[src/sv/numeric_literal_parser_defines.svh]
// ----------------------------------------------------------------------------
// numeric_literal_parser_defines.svh
// Assertion macros shared by the literal parser modules.
// ----------------------------------------------------------------------------
`ifndef NUMERIC_LITERAL_PARSER_DEFINES_SVH
`define NUMERIC_LITERAL_PARSER_DEFINES_SVH
`ifndef SYNTHESIS
// Property that must hold at every clock edge out of reset.
`define NLP_ASSERT(lbl, prop, msg) \
  lbl: assert property (@(posedge clk_i) disable iff (!rst_ni) (prop)) else $error(msg);
// Consequent that must hold in the cycle after the antecedent.
`define NLP_ASSERT_NEXT(lbl, ante, cons, msg) \
  lbl: assert property (@(posedge clk_i) disable iff (!rst_ni) (ante) |=> (cons)) \
    else $error(msg);
`else
`define NLP_ASSERT(lbl, prop, msg)
`define NLP_ASSERT_NEXT(lbl, ante, cons, msg)
`endif
`endif

[src/sv/nlp_pkg.sv]
`timescale 1ns / 1ps
// ----------------------------------------------------------------------------
// nlp_pkg
// Types and constants of the integer literal parser.
// ----------------------------------------------------------------------------
package nlp_pkg;

  typedef enum logic [2:0] {
    K_BYTE    = 3'd0,
    K_INT     = 3'd1,
    K_UINT    = 3'd2,
    K_LONG    = 3'd3,
    K_ULONG   = 3'd4,
    K_LONG64  = 3'd5,
    K_ULONG64 = 3'd6
  } kind_e;

  typedef enum logic [1:0] {
    ST_OK         = 2'd0,
    ST_OVERFLOW   = 2'd1,
    ST_HEX_DIGITS = 2'd2
  } status_e;

  typedef enum logic [1:0] {
    REG_RADIX   = 2'd0,
    REG_KIND    = 2'd1,
    REG_PROMOTE = 2'd2
  } reg_idx_e;

  localparam logic [4:0]  RADIX_DEC       = 5'd10;
  localparam logic [4:0]  RADIX_HEX       = 5'd16;
  localparam logic [4:0]  CNT_MAX         = 5'd31;
  localparam logic [4:0]  HEX_INT_DIGITS  = 5'd4;
  localparam logic [4:0]  HEX_LONG_DIGITS = 5'd8;
  localparam logic [4:0]  LONG64_DIGITS   = 5'd16;

  localparam logic [63:0] BYTE_MAX  = 64'd255;
  localparam logic [63:0] INT_MAX   = 64'd32767;
  localparam logic [63:0] UINT_MAX  = 64'd65535;
  localparam logic [63:0] LONG_MAX  = 64'h0000_0000_7FFF_FFFF;
  localparam logic [63:0] ULONG_MAX = 64'h0000_0000_FFFF_FFFF;
  localparam logic [63:0] ALL_ONES  = '1;

  // configuration register contents
  typedef struct packed {
    logic [4:0] radix;
    logic [2:0] target_kind;
    logic       promote;
  } cfg_t;

  // accumulator state frozen at the last character of a literal
  typedef struct packed {
    logic [63:0] acc;
    logic [4:0]  cnt;
    logic        ovf;
  } snap_t;

  // one result item
  typedef struct packed {
    logic [63:0] value;
    kind_e       kind;
    status_e     status;
  } res_t;

endpackage

[src/sv/nlp_accum.sv]
`timescale 1ns / 1ps
// ----------------------------------------------------------------------------
// nlp_accum
// Input register and per-character multiply-add; freezes the state on the
// last character of a literal.
// ----------------------------------------------------------------------------
`include "numeric_literal_parser_defines.svh"

module nlp_accum import nlp_pkg::*; (
  input  logic       clk_i,
  input  logic       rst_ni,
  input  cfg_t       cfg_i,
  input  logic       in_valid_i,
  output logic       in_stall_o,
  input  logic [7:0] digit_char_i,
  input  logic       last_char_i,
  output logic       snap_valid_o,
  output snap_t      snap_o,
  input  logic       snap_ready_i
);

  function automatic logic [7:0] digit_value(input logic [7:0] c);
    logic [7:0] v;
    if (c >= "0" && c <= "9") v = c - 8'(48);
    else if (c >= "a" && c <= "f") v = c - 8'(87);
    else v = c - 8'(55);
    return v;
  endfunction

  logic        in_valid_q;
  logic [7:0]  char_q;
  logic        last_q;
  logic [63:0] acc_q, acc_d;
  logic [4:0]  cnt_q, cnt_d;
  logic        ovf_q, ovf_d;
  logic        snap_valid_q, snap_valid_d;
  snap_t       snap_q;
  logic        snap_free;
  logic        consume;
  logic        in_ready;
  logic [68:0] sum;

  assign snap_free  = !snap_valid_q || snap_ready_i;
  assign consume    = in_valid_q && (!last_q || snap_free);
  assign in_ready   = !in_valid_q || consume;
  assign in_stall_o = !in_ready;

  // full-width product: any bit above 63 means the true value reached 2^64
  assign sum = ({5'd0, acc_q} * {64'd0, cfg_i.radix}) + {61'd0, digit_value(char_q)};

  always_comb begin
    acc_d = acc_q;
    cnt_d = cnt_q;
    ovf_d = ovf_q;
    if (consume) begin
      if (last_q) begin
        acc_d = '0;
        cnt_d = '0;
        ovf_d = 1'b0;
      end else begin
        acc_d = sum[63:0];
        cnt_d = (cnt_q == CNT_MAX) ? cnt_q : cnt_q + 5'd1;
        ovf_d = ovf_q || (|sum[68:64]);
      end
    end
    snap_valid_d = snap_free ? (consume && last_q) : snap_valid_q;
  end

  always_ff @(posedge clk_i or negedge rst_ni) begin
    if (!rst_ni) begin
      in_valid_q   <= 1'b0;
      acc_q        <= '0;
      cnt_q        <= '0;
      ovf_q        <= 1'b0;
      snap_valid_q <= 1'b0;
    end else begin
      if (in_ready) in_valid_q <= in_valid_i;
      acc_q        <= acc_d;
      cnt_q        <= cnt_d;
      ovf_q        <= ovf_d;
      snap_valid_q <= snap_valid_d;
    end
  end

  always_ff @(posedge clk_i) begin
    if (in_ready && in_valid_i) begin
      char_q <= digit_char_i;
      last_q <= last_char_i;
    end
    if (snap_free && consume && last_q) begin
      snap_q.acc <= sum[63:0];
      snap_q.cnt <= (cnt_q == CNT_MAX) ? cnt_q : cnt_q + 5'd1;
      snap_q.ovf <= ovf_q || (|sum[68:64]);
    end
  end

  assign snap_valid_o = snap_valid_q;
  assign snap_o       = snap_q;

  `NLP_ASSERT_NEXT(a_clear_after_last, consume && last_q, acc_q == '0 && cnt_q == '0 && !ovf_q, "state not cleared after last character")
  `NLP_ASSERT_NEXT(a_snap_held, snap_valid_q && !snap_ready_i, snap_valid_q && $stable(snap_q), "held snapshot changed")
  `NLP_ASSERT_NEXT(a_ovf_sticky, ovf_q && consume && !last_q, ovf_q, "overflow flag dropped mid literal")

endmodule

[src/sv/nlp_finish.sv]
`timescale 1ns / 1ps
// ----------------------------------------------------------------------------
// nlp_finish
// Range checks, kind promotion and result register.
// ----------------------------------------------------------------------------
`include "numeric_literal_parser_defines.svh"

module nlp_finish import nlp_pkg::*; (
  input  logic        clk_i,
  input  logic        rst_ni,
  input  cfg_t        cfg_i,
  input  logic        snap_valid_i,
  input  snap_t       snap_i,
  output logic        snap_ready_o,
  output logic        out_valid_o,
  input  logic        out_stall_i,
  output logic [63:0] value_bits_o,
  output logic [2:0]  result_kind_o,
  output logic [1:0]  status_o
);

  logic        out_valid_q;
  res_t        res_q, res_d;
  logic        out_ready;
  kind_e       tk;
  logic        too_big;
  logic [63:0] acc;
  logic [63:0] mag;

  assign out_ready    = !out_valid_q || !out_stall_i;
  assign snap_ready_o = out_ready;

  always_comb begin
    tk      = kind_e'(cfg_i.target_kind);
    acc     = snap_i.acc;
    too_big = snap_i.ovf || (cfg_i.radix != RADIX_DEC && snap_i.cnt > LONG64_DIGITS);
    mag     = acc[63] ? (64'd0 - acc) : acc;
    res_d.value  = '0;
    res_d.kind   = tk;
    res_d.status = ST_OK;
    if (cfg_i.promote && (tk == K_INT || tk == K_LONG)) begin
      if (too_big) begin
        res_d.value  = ALL_ONES;
        res_d.kind   = K_LONG64;
        res_d.status = ST_OVERFLOW;
      end else begin
        res_d.value = acc;
        if (tk == K_INT && mag <= INT_MAX) res_d.kind = K_INT;
        else if (mag <= LONG_MAX) res_d.kind = K_LONG;
        else res_d.kind = K_LONG64;
      end
    end else if (cfg_i.promote && (tk == K_UINT || tk == K_ULONG)) begin
      if (too_big) begin
        res_d.value  = ALL_ONES;
        res_d.kind   = K_ULONG64;
        res_d.status = ST_OVERFLOW;
      end else begin
        res_d.value = acc;
        if (tk == K_UINT && acc <= UINT_MAX) res_d.kind = K_UINT;
        else if (acc <= ULONG_MAX) res_d.kind = K_ULONG;
        else res_d.kind = K_ULONG64;
      end
    end else begin
      case (tk)
        K_BYTE: begin
          if (snap_i.ovf || acc > BYTE_MAX) res_d.status = ST_OVERFLOW;
          else res_d.value = acc;
        end
        K_INT: begin
          if (cfg_i.radix == RADIX_HEX && snap_i.cnt > HEX_INT_DIGITS)
            res_d.status = ST_HEX_DIGITS;
          else if (snap_i.ovf || acc > ((cfg_i.radix == RADIX_DEC) ? INT_MAX : UINT_MAX))
            res_d.status = ST_OVERFLOW;
          else res_d.value = {{48{acc[15]}}, acc[15:0]};
        end
        K_UINT: begin
          if (snap_i.ovf || acc > UINT_MAX) res_d.status = ST_OVERFLOW;
          else res_d.value = acc;
        end
        K_LONG, K_ULONG: begin
          if (cfg_i.radix == RADIX_HEX) begin
            if (snap_i.cnt > HEX_LONG_DIGITS) res_d.status = ST_HEX_DIGITS;
            else if (tk == K_LONG) res_d.value = {{32{acc[31]}}, acc[31:0]};
            else res_d.value = {32'd0, acc[31:0]};
          end else if (too_big || acc > ((tk == K_LONG) ? LONG_MAX : ULONG_MAX)) begin
            res_d.status = ST_OVERFLOW;
          end else begin
            res_d.value = acc;
          end
        end
        default: begin
          // long64, ulong64 and the unused code, which acts as ulong64
          res_d.kind = (tk == K_LONG64) ? K_LONG64 : K_ULONG64;
          if (too_big) begin
            res_d.value  = ALL_ONES;
            res_d.status = ST_OVERFLOW;
          end else begin
            res_d.value = acc;
          end
        end
      endcase
    end
  end

  always_ff @(posedge clk_i or negedge rst_ni) begin
    if (!rst_ni) begin
      out_valid_q <= 1'b0;
    end else if (out_ready) begin
      out_valid_q <= snap_valid_i;
    end
  end

  always_ff @(posedge clk_i) begin
    if (out_ready && snap_valid_i) res_q <= res_d;
  end

  assign out_valid_o   = out_valid_q;
  assign value_bits_o  = res_q.value;
  assign result_kind_o = res_q.kind;
  assign status_o      = res_q.status;

  `NLP_ASSERT(a_wide_ovf_ones, out_valid_q && res_q.status == ST_OVERFLOW && (res_q.kind == K_LONG64 || res_q.kind == K_ULONG64) |-> res_q.value == ALL_ONES, "64-bit overflow not all ones")
  `NLP_ASSERT(a_err_zero, out_valid_q && res_q.status != ST_OK && res_q.kind != K_LONG64 && res_q.kind != K_ULONG64 |-> res_q.value == '0, "error result carries a value")

endmodule

[src/sv/numeric_literal_parser.sv]
`timescale 1ns / 1ps
// ----------------------------------------------------------------------------
// numeric_literal_parser
// Integer literal conversion, one ASCII digit per transfer, with range checks
// against a configured target kind and optional promotion by magnitude.
// ----------------------------------------------------------------------------
//
//   channel   direction  handshake                payload
//   input     in         in_valid_i / in_stall_o  digit_char_i, last_char_i
//   result    out        out_valid_o/out_stall_i  value_bits_o, result_kind_o,
//                                                 status_o
//   config    in         APB (psel/penable/...)   radix, target_kind, promote
//
// One character per cycle while in_stall_o is low; the accumulator loop is a
// single 64x5 multiply-add, so a character follows the previous one directly.
// A result reaches out_valid_o through the input register, the state
// snapshot and the result register after the last character's transfer.
// Reset clears the accumulator, handshake state and configuration
// (radix 10, target int, no promotion); no clearing pass is needed.
// A stalled result holds; in_stall_o rises only while a last character waits
// in the input register, the snapshot and result registers are both full
// and out_stall_i is high.
//
// Register map (32-bit, byte addresses):
//   0x0 radix [4:0]   0x4 target_kind [2:0]   0x8 promote [0]
// ----------------------------------------------------------------------------

module numeric_literal_parser import nlp_pkg::*; (
  input  logic        clk_i,
  input  logic        rst_ni,
  // character channel
  input  logic        in_valid_i,
  output logic        in_stall_o,
  input  logic [7:0]  digit_char_i,
  input  logic        last_char_i,
  // result channel
  output logic        out_valid_o,
  input  logic        out_stall_i,
  output logic [63:0] value_bits_o,
  output logic [2:0]  result_kind_o,
  output logic [1:0]  status_o,
  // configuration port
  input  logic        psel,
  input  logic        penable,
  input  logic        pwrite,
  input  logic [3:0]  paddr,
  input  logic [31:0] pwdata,
  output logic [31:0] prdata,
  output logic        pready
);

  cfg_t     cfg_q;
  reg_idx_e reg_idx;
  logic     cfg_wr;
  logic     snap_valid;
  snap_t    snap;
  logic     snap_ready;

  // --- configuration registers -------------------------------------------
  assign pready  = 1'b1;
  assign reg_idx = reg_idx_e'(paddr[3:2]);
  assign cfg_wr  = psel && penable && pwrite && pready;

  always_ff @(posedge clk_i or negedge rst_ni) begin
    if (!rst_ni) begin
      cfg_q.radix       <= RADIX_DEC;
      cfg_q.target_kind <= K_INT;
      cfg_q.promote     <= 1'b0;
    end else if (cfg_wr) begin
      case (reg_idx)
        REG_RADIX:   cfg_q.radix       <= pwdata[4:0];
        REG_KIND:    cfg_q.target_kind <= pwdata[2:0];
        REG_PROMOTE: cfg_q.promote     <= pwdata[0];
        default:     ;  // unmapped address, write dropped
      endcase
    end
  end

  always_comb begin
    case (reg_idx)
      REG_RADIX:   prdata = {27'd0, cfg_q.radix};
      REG_KIND:    prdata = {29'd0, cfg_q.target_kind};
      REG_PROMOTE: prdata = {31'd0, cfg_q.promote};
      default:     prdata = '0;
    endcase
  end

  // --- accumulate: input register, multiply-add, snapshot on last ---------
  nlp_accum u_accum (
    .clk_i        (clk_i),
    .rst_ni       (rst_ni),
    .cfg_i        (cfg_q),
    .in_valid_i   (in_valid_i),
    .in_stall_o   (in_stall_o),
    .digit_char_i (digit_char_i),
    .last_char_i  (last_char_i),
    .snap_valid_o (snap_valid),
    .snap_o       (snap),
    .snap_ready_i (snap_ready)
  );

  // --- finish: range checks and promotion into the result register --------
  nlp_finish u_finish (
    .clk_i         (clk_i),
    .rst_ni        (rst_ni),
    .cfg_i         (cfg_q),
    .snap_valid_i  (snap_valid),
    .snap_i        (snap),
    .snap_ready_o  (snap_ready),
    .out_valid_o   (out_valid_o),
    .out_stall_i   (out_stall_i),
    .value_bits_o  (value_bits_o),
    .result_kind_o (result_kind_o),
    .status_o      (status_o)
  );

endmodule
[config.mk]
export PLATFORM = sky130hd
export DESIGN_NAME = numeric_literal_parser
export DESIGN_NICKNAME = d
export VERILOG_FILES = /design/src/sv/nlp_pkg.sv /design/src/sv/nlp_accum.sv /design/src/sv/nlp_finish.sv /design/src/sv/numeric_literal_parser.sv
export VERILOG_INCLUDE_DIRS = /design/src /design/src/sv
export SDC_FILE = /design/constraint.sdc
export NUM_CORES = 1
export LEC_CHECK = 0
export BUFFER_PORTS_ARGS = -buffer_cell sky130_fd_sc_hd__buf_2
export CAP_MARGIN = 30
export CORE_UTILIZATION = 63
export DETAILED_ROUTE_END_ITERATION = 10
export MAX_ROUTING_LAYER = met4
export PLACE_DENSITY = 0.83
export SLEW_MARGIN = 10
export SYNTH_ARGS = -nofsm -noshare
export SYNTH_HDL_FRONTEND = slang
export SYNTH_HIERARCHICAL = 1
export SYNTH_SLANG_ARGS = --single-unit
[constraint.sdc]
create_clock -name clk_i -period 7.8 [get_ports clk_i]
set_input_delay 0.39 -clock clk_i [delete_from_list [all_inputs] [get_ports clk_i]]
set_output_delay 0.39 -clock clk_i [all_outputs]
set_load 0.01 [all_outputs]
==> out/qor.txt <==
CTS Hold Bufs = 10
# IOs = 156
max incr delay on CP = 0.55 ns
Num Clock Sinks = 230
routed length per placed instance = 20.6 um
drt total wl = 57.9 mm
Final setup viols = 0
commonest cells after routing, fill and taps aside = nand2_1, fa_1, inv_1, and2_1, edfxtp_1
Hold Slack = 0.0591 ns
post-route setup slack = 0.675 ns
ys flop type = edfxtp_1
TritonCTS clock tree = built
top cell family by delay on the critical path = adder cells
async set or reset register ratio after synthesis = 0.357
Core ar. = 0.0345 sq mm
RSZ-0062 raised after global routing = no
Adder-Cell Fraction of Synth Area = 0.259
Hold Path Class = in -> reg
vias in the first global route = 17700
post-synthesis instance total = 2309
htree depth = 1
Yosys warnings = 6
CP max FO = 8
Critical Path AT = 7.43 ns
Setup Fix Bufs, Post-CTS = 0
Layout Cells excl Fill = 2811
LEAKAGE = 11.0 nW
Avg Cell Area, Syn = 9.55 sq um
root buf cell = clkbuf_16
PortBufs = 98
sequential area share after synthesis = 0.295
initial drt markers = 1595
routed vias/inst = 6.39
worst path bufs/invs = 3
Final Hold Viols = 0
DIE AREA = 0.0357 sq mm
GP Congestion = 0.960
first-pass GRT wire length = 93.4 mm
outcome = complete, no violations
R2R Setup Slk = 0.67 ns
Distinct cells, synth = 97
main combinational cell family by area after synthesis = adder cells
Hold Path Stages = 2
Critical Path End Type = flip-flop
antenna cell count = 0
cells on worst reg2reg path = 27
final period utilization = 0.914
Reg clk slew, reported paths = 0.07 ns
drt pass-1 iters = 6
pre-CTS WS = 0.700 ns
min-delay src = pwdata[3]
Num CTS Buffers = 26
Data required, critical path = 8.10 ns
mux cell area share after synthesis = 0.0108
Die X = 189 um
synth top area cells = edfxtp_1, fa_1, dfrtp_1
worst r2r dst = u_accum/snap_o[0]
Final Max Slew Viols = 0
Yosys top cell area share = 0.202
Worst Hold End = cfg_q[7]
commonest non-fill, non-tap cell in the layout = nand2_1
critical path's slowest cell = or4_1
Rel. slew slack = 0.377
post-synthesis compound-gate area fraction = 0.147
setup TNS = 0 ns
initial antenna violation count = 0
slew at the pin with the worst max-slew slack = 0.935 ns
flops & latches, synth = 230
Worst-Skew Late Latency = 0.57 ns
share of layout cells above drive strength 1 = 0.0917
number of synthesized flops with an enable pin = 148
nets@finish = 2728
Fmax = 140 MHz
Max-cap violations = 0
ANT nets after route = 0
origin of the critical flop-to-flop path = u_accum/char_q[0]
Die H = 189 um
synth-to-layout area growth = 6.86%
largest area contributor in the netlist = edfxtp_1
total number of vias = 18000
Resized cells post-CTS = 0
Clock Path Buffers = 3
Cells after DPL = 2751
Post-Synth Simple-Gate Area = 0.193
Initial Util = 0.640
Tmin final = 7.13 ns
xor-xnor portion of the synthesized cell area = 0.0322
PD cells = 250 mW/mm^2
largest vdd supply drop = 219 uV
worst setup path category = reg -> reg
clock tree skew after final layout = 0.0254 ns
dpl hpwl = 44.0 mm
residual DRC count = 0
row cnt = 68
synthesized cell area = 0.0220 sq mm
largest net degree at the start of global routing = 72
global route overflow = 0
CP Launch Type = flip-flop
GR Util All Layers = 0.339
## power by group
| group | internal, W | leakage (nW) | switching (W) |
|---|---|---|---|
| clock | 0.000688 | 0.404 | 0.000535 |
| combinational | 0.000965 | 8.06 | 0.00169 |
| sequential | 0.00165 | 2.52 | 0.000362 |
## cell families after synthesis
family	Yosys count
compound gates	465
xor+xnor	81
fa+ha+maj	341
buf+inv	324
flops	230
mux	20
other cells	2
simple gates	846
## state kept, by name, summed over array words and instances (netlist names), 2 cells and up
| signal | flops |
|---|---|
| u_accum/acc_q | 64 |
| u_finish/status_o | 2 |
| u_accum/snap_o | 70 |
| u_accum/cnt_q | 5 |
| u_finish/result_kind_o | 3 |
| u_finish/value_bits_o | 64 |
| u_accum/char_q | 8 |
| cfg_q | 9 |
## routing by layer
layer / vias to the layer above / wire length (um) / global-route usage
met1: 8907 / 24200 / 0.456
met2: 884 / 27000 / 0.534
li1: 8032 / - / -
met5: - / 0 / -
met4: 0 / 1670 / 0.109
met3: 140 / 5000 / 0.0452
## cell usage after synthesis (6+ instances only)
cell	number
nand2_1	325
fa_1	194
inv_1	171
and2_1	152
edfxtp_1	148
ha_1	146
nor2_1	125
a21oi_1	106
clkbuf_1	101
dfrtp_1	79
o21ai_0	78
a22o_1	62
o21a_1	45
xnor2_1	43
xor2_1	38
nand4_1	37
nand3_1	35
nor4_1	35
buf_4	31
a21o_1	29
nor3_1	28
or3_1	18
a31oi_1	16
and3_1	13
nand2b_1	13
buf_2	12
o21bai_1	12
o211ai_1	11
a211oi_1	10
mux2_2	10
nor2b_1	10
a21boi_0	8
a41oi_1	8
o31ai_1	8
or4_1	8
a211o_1	6
## worst max-delay path by stage
| stage | startpoint | end | slack, ns | depth (start not counted) |
|---|---|---|---|---|
| after global placement | u_accum/char_q[0] | u_accum/snap_o[0] | 0.90 | 27 |
| after CTS | u_accum/char_q[0] | u_accum/snap_o[0] | 0.67 | 27 |
| after global routing | u_accum/char_q[0] | u_accum/snap_o[0] | 0.32 | 27 |
| after floorplan | u_accum/char_q[0] | u_accum/snap_o[0] | 1.33 | 28 |
| final | u_accum/char_q[0] | u_accum/snap_o[0] | 0.67 | 27 |
| after detailed placement | u_accum/char_q[0] | u_accum/snap_o[0] | 0.70 | 27 |
## metrics by stage
| step | area [sq um] | util | power, W |
|---|---|---|---|
| floorplan | 22100 | - | 0.00380 |
| global placement | 22600 | 0.656 | 0.00448 |
| detailed placement | 22600 | 0.656 | 0.00458 |
| CTS | 23600 | 0.683 | 0.00583 |
| global route | 23600 | 0.684 | 0.00625 |
| finish | 23600 | 0.684 | 0.00589 |
## cell type report
type	instances	area, sq um
clock buffer	30	666
clock inverter	18	178
fill	2688	10900
inverter	172	646
multi-input combinational	1781	14300
sequential	230	6500
tap	455	569
timing repair buffer	125	723
Note: power is estimated with default switching activity, not from simulation.
